===== src/hw/rtl/blpg_pkg.sv =====
// Shared types and constants for the line pixel generator.
// Used by blpg_walk, the top level and the port checker.
`default_nettype none

package blpg_pkg;

  localparam int unsigned CoordW   = 12;
  localparam int unsigned ColorW   = 16;
  localparam int unsigned DecW     = 14;
  localparam int unsigned AddrW    = 20;
  localparam int unsigned BankW    = 5;
  localparam int unsigned RowShift = 10;
  localparam int unsigned BankShift = 15;

  localparam logic CmdStart = 1'b0;
  localparam logic CmdStep  = 1'b1;

  typedef struct packed {
    logic                     cmd;
    logic signed [CoordW-1:0] x_start;
    logic signed [CoordW-1:0] y_start;
    logic signed [CoordW-1:0] x_end;
    logic signed [CoordW-1:0] y_end;
    logic [ColorW-1:0]        pen_color;
  } blpg_req_t;

  typedef struct packed {
    logic                     pixel_valid;
    logic signed [CoordW-1:0] pixel_x;
    logic signed [CoordW-1:0] pixel_y;
    logic [ColorW-1:0]        pixel_color;
    logic                     on_screen;
    logic [AddrW-1:0]         word_address;
    logic [BankW-1:0]         bank;
    logic                     bank_switch;
    logic                     last_pixel;
  } blpg_rsp_t;

  // pixel waiting between the walker and the output register
  typedef struct packed {
    logic                     valid;
    logic                     pix;
    logic                     last;
    logic signed [CoordW-1:0] x;
    logic signed [CoordW-1:0] y;
    logic [ColorW-1:0]        color;
  } blpg_pend_t;

endpackage

`default_nettype wire


===== src/hw/rtl/blpg_walk.sv =====
// Line walker: takes start and step requests and advances the Bresenham state.
// Depends on blpg_pkg; feeds one pending pixel to the top level.
`default_nettype none

module blpg_walk import blpg_pkg::*; (
  input  wire logic       clk_i,
  input  wire logic       rst_ni,
  input  wire logic       req_valid_i,
  output logic            req_ready_o,
  input  wire blpg_req_t  req_i,
  input  wire logic       adv_i,
  output blpg_pend_t      pend_o
);

  logic                     active_q, active_d;
  logic signed [CoordW-1:0] cur_x_q, cur_x_d, cur_y_q, cur_y_d;
  logic signed [DecW-1:0]   dec_q, dec_d;
  logic [CoordW-1:0]        steps_q, steps_d;
  logic signed [DecW-1:0]   minor_incr_q, minor_incr_d;
  logic signed [DecW-1:0]   diag_incr_q, diag_incr_d;
  logic                     x_major_q, x_major_d;
  logic                     x_neg_q, x_neg_d, y_neg_q, y_neg_d;
  logic [ColorW-1:0]        color_q, color_d;
  logic                     pend_valid_q, pend_valid_d;
  logic                     pend_pix_q, pend_pix_d;
  logic                     pend_last_q, pend_last_d;

  logic                     accept;
  logic signed [CoordW:0]   ex, ey;
  logic [CoordW-1:0]        dx, dy, maj, mnr;
  logic                     axis, xmaj;
  logic signed [CoordW-1:0] sx, sy;
  logic signed [DecW-1:0]   mnr2;
  logic                     minor_move;
  logic [CoordW-1:0]        xinc, yinc, steps_nxt;

  assign req_ready_o = !pend_valid_q || adv_i;
  assign accept      = req_valid_i && req_ready_o;

  // start setup
  always_comb begin
    ex   = {req_i.x_end[CoordW-1], req_i.x_end} - {req_i.x_start[CoordW-1], req_i.x_start};
    ey   = {req_i.y_end[CoordW-1], req_i.y_end} - {req_i.y_start[CoordW-1], req_i.y_start};
    dx   = ex[CoordW] ? CoordW'(-ex) : ex[CoordW-1:0];
    dy   = ey[CoordW] ? CoordW'(-ey) : ey[CoordW-1:0];
    axis = (dx == '0) || (dy == '0);
    sx   = (axis && ex[CoordW]) ? req_i.x_end : req_i.x_start;
    sy   = (axis && ey[CoordW]) ? req_i.y_end : req_i.y_start;
    xmaj = dx >= dy;
    maj  = xmaj ? dx : dy;
    mnr  = xmaj ? dy : dx;
    mnr2 = {1'b0, mnr, 1'b0};
  end

  // one step
  always_comb begin
    minor_move = !dec_q[DecW-1] && (dec_q != '0);
    xinc       = (x_major_q || minor_move) ? CoordW'(1) : '0;
    yinc       = (!x_major_q || minor_move) ? CoordW'(1) : '0;
    steps_nxt  = steps_q - CoordW'(1);
  end

  always_comb begin
    active_d     = active_q;
    cur_x_d      = cur_x_q;
    cur_y_d      = cur_y_q;
    dec_d        = dec_q;
    steps_d      = steps_q;
    minor_incr_d = minor_incr_q;
    diag_incr_d  = diag_incr_q;
    x_major_d    = x_major_q;
    x_neg_d      = x_neg_q;
    y_neg_d      = y_neg_q;
    color_d      = color_q;
    pend_valid_d = adv_i ? 1'b0 : pend_valid_q;
    pend_pix_d   = pend_pix_q;
    pend_last_d  = pend_last_q;
    if (accept) begin
      pend_valid_d = 1'b1;
      pend_pix_d   = 1'b0;
      pend_last_d  = 1'b0;
      if (req_i.cmd == CmdStart) begin
        color_d      = req_i.pen_color;
        x_neg_d      = ex[CoordW] && !axis;
        y_neg_d      = ey[CoordW] && !axis;
        x_major_d    = xmaj;
        minor_incr_d = mnr2;
        diag_incr_d  = mnr2 - {1'b0, maj, 1'b0};
        dec_d        = mnr2 - {2'b00, maj};
        steps_d      = maj;
        cur_x_d      = sx;
        cur_y_d      = sy;
        active_d     = maj != '0;
        pend_pix_d   = 1'b1;
        pend_last_d  = maj == '0;
      end else if ((req_i.cmd == CmdStep) && active_q) begin
        dec_d       = dec_q + (minor_move ? diag_incr_q : minor_incr_q);
        cur_x_d     = x_neg_q ? cur_x_q - $signed(xinc) : cur_x_q + $signed(xinc);
        cur_y_d     = y_neg_q ? cur_y_q - $signed(yinc) : cur_y_q + $signed(yinc);
        steps_d     = steps_nxt;
        active_d    = steps_nxt != '0;
        pend_pix_d  = 1'b1;
        pend_last_d = steps_nxt == '0;
      end
    end
  end

  always_ff @(posedge clk_i or negedge rst_ni) begin
    if (!rst_ni) begin
      active_q     <= 1'b0;
      cur_x_q      <= '0;
      cur_y_q      <= '0;
      dec_q        <= '0;
      steps_q      <= '0;
      minor_incr_q <= '0;
      diag_incr_q  <= '0;
      x_major_q    <= 1'b0;
      x_neg_q      <= 1'b0;
      y_neg_q      <= 1'b0;
      color_q      <= '0;
      pend_valid_q <= 1'b0;
      pend_pix_q   <= 1'b0;
      pend_last_q  <= 1'b0;
    end else begin
      active_q     <= active_d;
      cur_x_q      <= cur_x_d;
      cur_y_q      <= cur_y_d;
      dec_q        <= dec_d;
      steps_q      <= steps_d;
      minor_incr_q <= minor_incr_d;
      diag_incr_q  <= diag_incr_d;
      x_major_q    <= x_major_d;
      x_neg_q      <= x_neg_d;
      y_neg_q      <= y_neg_d;
      color_q      <= color_d;
      pend_valid_q <= pend_valid_d;
      pend_pix_q   <= pend_pix_d;
      pend_last_q  <= pend_last_d;
    end
  end

  assign pend_o = '{valid: pend_valid_q, pix: pend_pix_q, last: pend_last_q,
                    x: cur_x_q, y: cur_y_q, color: color_q};

endmodule

`default_nettype wire


===== src/hw/rtl/bresenham_line_pixel_gen.sv =====
// Line pixel generator top level: walker, screen clip, address/bank map, output register.
// Depends on blpg_pkg and blpg_walk.
//
// Usage:
// - Request channel (req_valid_i/req_ready_o/req_i): cmd start loads both endpoints and
//   the pen color and yields the first pixel; cmd step yields the next pixel. A step
//   with no line running yields one response with every field zero.
// - Response channel (rsp_valid_o/rsp_ready_i/rsp_o): exactly one response per request,
//   in request order, with clip flag, word address (row*1024 + column), 32K-word bank,
//   bank switch flag and last pixel flag.
// - Path: a request is held in the walker's pending register, then in the output register.
// - Throughput: one request per cycle while rsp_ready_i is high; each step is one add in
//   the walker, each pixel one address add and bank compare ahead of the output register.
// - Stall: with rsp_ready_i low, one more request still enters and waits between the
//   walker and the output register; after that req_ready_o stays low.
// - Reset: line state, pending pixel, output valid and bank history clear at once;
//   requests are taken in the first cycle after reset.
`default_nettype none

module bresenham_line_pixel_gen import blpg_pkg::*; #(
  parameter int unsigned SCREEN_WIDTH  = 1024,
  parameter int unsigned SCREEN_HEIGHT = 768
) (
  input  wire logic      clk_i,
  input  wire logic      rst_ni,
  input  wire logic      req_valid_i,
  output logic           req_ready_o,
  input  wire blpg_req_t req_i,
  output logic           rsp_valid_o,
  input  wire logic      rsp_ready_i,
  output blpg_rsp_t      rsp_o
);

  localparam logic [CoordW:0] ScrW = (CoordW+1)'(SCREEN_WIDTH);
  localparam logic [CoordW:0] ScrH = (CoordW+1)'(SCREEN_HEIGHT);

  blpg_pend_t       pend;
  logic             adv;
  logic             rsp_valid_q, rsp_valid_d;
  blpg_rsp_t        rsp_q, rsp_d;
  logic [BankW-1:0] last_bank_q, last_bank_d;
  logic             bank_known_q, bank_known_d;

  logic             vis;
  logic [AddrW-1:0] addr;
  logic [BankW-1:0] bk;
  logic             sw;

  blpg_walk u_walk (
    .clk_i       (clk_i),
    .rst_ni      (rst_ni),
    .req_valid_i (req_valid_i),
    .req_ready_o (req_ready_o),
    .req_i       (req_i),
    .adv_i       (adv),
    .pend_o      (pend)
  );

  assign adv = pend.valid && (!rsp_valid_q || rsp_ready_i);

  always_comb begin
    vis  = !pend.x[CoordW-1] && !pend.y[CoordW-1] &&
           ({1'b0, $unsigned(pend.x)} < ScrW) && ({1'b0, $unsigned(pend.y)} < ScrH);
    addr = (AddrW'($unsigned(pend.y)) << RowShift) + AddrW'($unsigned(pend.x));
    bk   = BankW'(addr >> BankShift);
    sw   = vis && (!bank_known_q || (bk != last_bank_q));

    rsp_d        = '0;
    last_bank_d  = last_bank_q;
    bank_known_d = bank_known_q;
    if (pend.pix) begin
      rsp_d.pixel_valid = 1'b1;
      rsp_d.pixel_x     = pend.x;
      rsp_d.pixel_y     = pend.y;
      rsp_d.pixel_color = pend.color;
      rsp_d.on_screen   = vis;
      rsp_d.last_pixel  = pend.last;
      if (vis) begin
        rsp_d.word_address = addr;
        rsp_d.bank         = bk;
        rsp_d.bank_switch  = sw;
        last_bank_d        = bk;
        bank_known_d       = 1'b1;
      end
    end
    rsp_valid_d = adv ? 1'b1 : (rsp_ready_i ? 1'b0 : rsp_valid_q);
  end

  always_ff @(posedge clk_i or negedge rst_ni) begin
    if (!rst_ni) begin
      rsp_valid_q  <= 1'b0;
      last_bank_q  <= '0;
      bank_known_q <= 1'b0;
    end else begin
      rsp_valid_q <= rsp_valid_d;
      if (adv) begin
        last_bank_q  <= last_bank_d;
        bank_known_q <= bank_known_d;
      end
    end
  end

  always_ff @(posedge clk_i) begin
    if (adv) begin
      rsp_q <= rsp_d;
    end
  end

  assign rsp_valid_o = rsp_valid_q;
  assign rsp_o       = rsp_q;

endmodule

`default_nettype wire


===== config.mk =====
export PLATFORM = sky130hd
export DESIGN_NAME = bresenham_line_pixel_gen
export DESIGN_NICKNAME = d
export VERILOG_FILES = /design/src/hw/rtl/blpg_pkg.sv /design/src/hw/rtl/blpg_walk.sv /design/src/hw/rtl/bresenham_line_pixel_gen.sv
export SDC_FILE = /design/constraint.sdc
export NUM_CORES = 1
export LEC_CHECK = 0
export BUFFER_PORTS_ARGS = -buffer_cell sky130_fd_sc_hd__buf_2
export CAP_MARGIN = 40
export CORE_ASPECT_RATIO = 2
export CORE_MARGIN = 8
export CORE_UTILIZATION = 40
export CTS_CLUSTER_DIAMETER = 100
export DETAILED_ROUTE_END_ITERATION = 6
export SLEW_MARGIN = 20
export SYNTH_ARGS = -nofsm -noshare
export SYNTH_HDL_FRONTEND = slang
export SYNTH_HIERARCHICAL = 1
export SYNTH_SLANG_ARGS = --single-unit

===== constraint.sdc =====
create_clock -name clk_i -period 6.2 [get_ports clk_i]
set_input_delay 0.31 -clock clk_i [delete_from_list [all_inputs] [get_ports clk_i]]
set_output_delay 0.31 -clock clk_i [all_outputs]
set_load 0.01 [all_outputs]

==> metrics.cfg <==
[status]
status=finished clean

[logic_synthesis]
synth_cell_types=99
synth_top_cell_by_area=dfrtp_1
synth.most_common_cell=nand2_1
synth_top_cell_area_share_pct=20.57
synthArstFlopShare_pct=62.13
synth_nets=1635
synth.yosys.seq_area_share_pct=35.62
syn_area_sq_um=12770
ys_ff_latch=169
synth_edf_count=64
syn_inst=1474
synthTopCellsByCount=nand2_1, nor2_1, dfrtp_1
synth_area_leaders=dfrtp_1, edfxtp_1, ha_1, nand2_1, a21oi_1
ys_warn_count=6
avgSynthCellArea_sq_um=8.666
yosys_most_used_dff=dfrtp_1

[floorplan]
core.rowCount=92
dieWidth_microns=142.4
core_sq_um=31540
initial_core_util_pct=40.50
dieArea_sq_um=38260
io_pins=140
die_h_microns=268.7

[sta]
fin_worst_skew_ns=0.01358
min_period_ns=6.015
finalSetupTns_ns=0
fmax_ghz=0.1663
rsz0062_at_grt=yes
hold_violations=0
drv_slew=0
tightest_slew_ns=0.8215
period_share_pct=97.01
slew_headroom_pct=45.18
setup_violations=0
hold_ws_ns=0.03691

[worst_hold_path]
hp-class=in -> reg
worst_hold_path.num_cells=3

[routing]
via_per_inst=5.304
drtPass1Iterations=5
drc=0
routed_wl_mm=40.97
wl_per_cell_microns=18.29
drt_iter0_drc=505
ant_nets=0
vias=11880

[setup_path]
cp-start-kind=input port
critPathSlowestCell=maj3_2
critPathKind=in -> reg
crit_arrival_ns=6.34
worst-path-stages=39
critPathMaxFanout=6
cp.required_ns=6.52
worstSetupEndpointType=flop
crit_path_max_incr_delay_ns=0.36
crit_top_cell=a21oi_2
worstPathBufferInverterCount=4
critPathTopFamily=compound AO/OA/AOI/OAI gates
rr_worst_depth=23

[power_and_ir_drop]
netSwitchingPower_mw=3.632
power_density_nw_per_um2=496.5
clockPowerShare_pct=13.7
combPwrFrac_pct=64.0
p_sw_share_pct=44.05
p_seq_share_pct=22.2
total_power_mw=8.247
p_int_mw=4.614
peakVddDrop_uv=244.5
p_leak_nw=7.785

[grt]
grt_pass1_vias=12205
antenna_found_initial=0
grt_max_degree=78
grt-ovfl-total=0
grt_pass1_wl_mm=64.03
grt_use_total_pct=21.62

[clocking]
clock_sinks=169
cts_tree=yes
clock_path_buffers=2
cts.root.buffer_cell=clkbuf_16
h-tree-depth=4
cts-buffers-inserted=17
clk_pin_slew_worst_paths_ns=0.08
clkLatencyLatePin_ns=0.46

[finish]
nets=1965
drive_above_1_share_pct=28.95
diodes=0
syn_to_final_growth_pct=30.03

[placed_design]
gp_congestion=0.9208
place_hpwl_mm=32.44
numPortBuffers=139

[job]
maxCapViolations=0

-- layout make-up --
class	count	area [sq um]
sequential	169	4549
inverter	72	277.8
multi-input combinational	1165	8028
tap	423	529.3
clock buffer	17	425.4
clock inverter	15	203.9
fill	3080	14930
timing repair buffer	379	2596
-- registers in the layout, indices dropped and copies added (netlist names) --
register / cells
rsp_o: 64
u_walk/cur_x_q: 12
u_walk/active_q: 1
u_walk/x_major_q: 1
u_walk/cur_y_q: 12
u_walk/dec_q: 14
rsp_valid_o: 1
u_walk/steps_q: 12
u_walk/diag_incr_q: 13
u_walk/x_neg_q: 1
u_walk/minor_incr_q: 12
bank_known_q: 1
u_walk/pend_valid_q: 1
last_bank_q: 5
u_walk/color_q: 16
u_walk/pend_pix_q: 1
u_walk/pend_last_q: 1
u_walk/y_neg_q: 1
-- cells by family (layout without fill, tap and decap cells) --
group | Yosys count | count (layout) | synth area share, %
flops | 169 | 169 | 35.62
simple gates | 556 | 556 | 20.64
buf+inv | 140 | 483 | 4.564
xor+xnor | 87 | 87 | 6.142
fa+ha+maj | 96 | 96 | 9.756
mux | 40 | 40 | 3.321
compound gates | 386 | 386 | 19.96
-- cells in the final DEF, fill, tap and decap left out, types with 12 or more instances in the layout --
cell type / instances
nand2_1: 218
o21ai_0: 89
o21bai_1: 12
a21o_1: 30
xnor2_1: 48
nor2_1: 109
nand3_1: 24
a21oi_1: 91
edfxtp_1: 64
inv_1: 63
nand2b_1: 22
mux2i_1: 20
and2_1: 62
dfrtp_1: 105
nor3_1: 19
nand4_1: 13
buf_4: 232
o21ai_1: 16
a31oi_1: 14
xor2_1: 26
buf_2: 135
ha_1: 78
nor2b_1: 19
mux2_2: 19
clkbuf_16: 17
-- through the flow --
stage / worst slack, ns / utilization (%) / cell area, sq um / std cells
CTS: 0.1112 / 51.28 / 16170 / 2215
global placement: -0.2827 / 49.25 / 15530 / 2182
finish: 0.1855 / 52.66 / 16610 / 2240
floorplan: -0.1630 / - / 13020 / 1474
detailed placement: -0.3674 / 49.25 / 15530 / 2182
global route: -0.2691 / 52.66 / 16610 / 2240
-- worst min-delay path, delay by kind of cell --
family	cells	cell delay, ns
buf+inv	1	0.07
simple gates	2	0.08
-- metal layers --
metal	up-vias	wire length, microns	track usage, %
met5	-	0	0
met3	100	1196	2.624
met2	238	22510	42.16
met1	5659	14780	20.73
li1	5883	-	-
met4	0	2480	13.95
-- power by group through the flow --
stage          Combinational [mW]  Clock, mW  Sequential, mW
2_1_floorplan                3.34          0            1.80
3_3_place_gp                 4.96          0            1.84
3_5_place_dp                 5.04          0            1.86
4_1_cts                      5.08       1.16            1.84
5_1_grt                      5.81       1.19            1.89
6_report                     5.28       1.13            1.83
-- final timing paths --
| check | startpoint | endpoint | slack, ns |
|---|---|---|---|
| max in group asynchronous | rst_ni | u_walk/dec_q[11]$_DFFE_PN0P_ | 5.33 |
| hold reg to reg | bank_known_q$_DFFE_PN0P_ | bank_known_q$_DFFE_PN0P_ | 0.47 |
| setup reg to reg | u_walk/dec_q[1]$_DFFE_PN0P_ | u_walk/cur_x_q[11]$_DFFE_PN0P_ | 1.15 |
| setup / recovery | req_i[40] | u_walk/dec_q[12]$_DFFE_PN0P_ | 0.19 |
| min in group asynchronous | rst_ni | u_walk/cur_y_q[8]$_DFFE_PN0P_ | 0.37 |
| hold / removal | req_i[4] | u_walk/color_q[4]$_DFFE_PN0P_ | 0.04 |
-- repair_timing --
action,4_1_cts,5_1_grt
buffers inserted,0,22
endpoints found under the setup margin,0,4
hold buffers,1,0
resized for setup,0,47
hold endpoints to repair,51,0
Power figures use the tool's default switching activity.
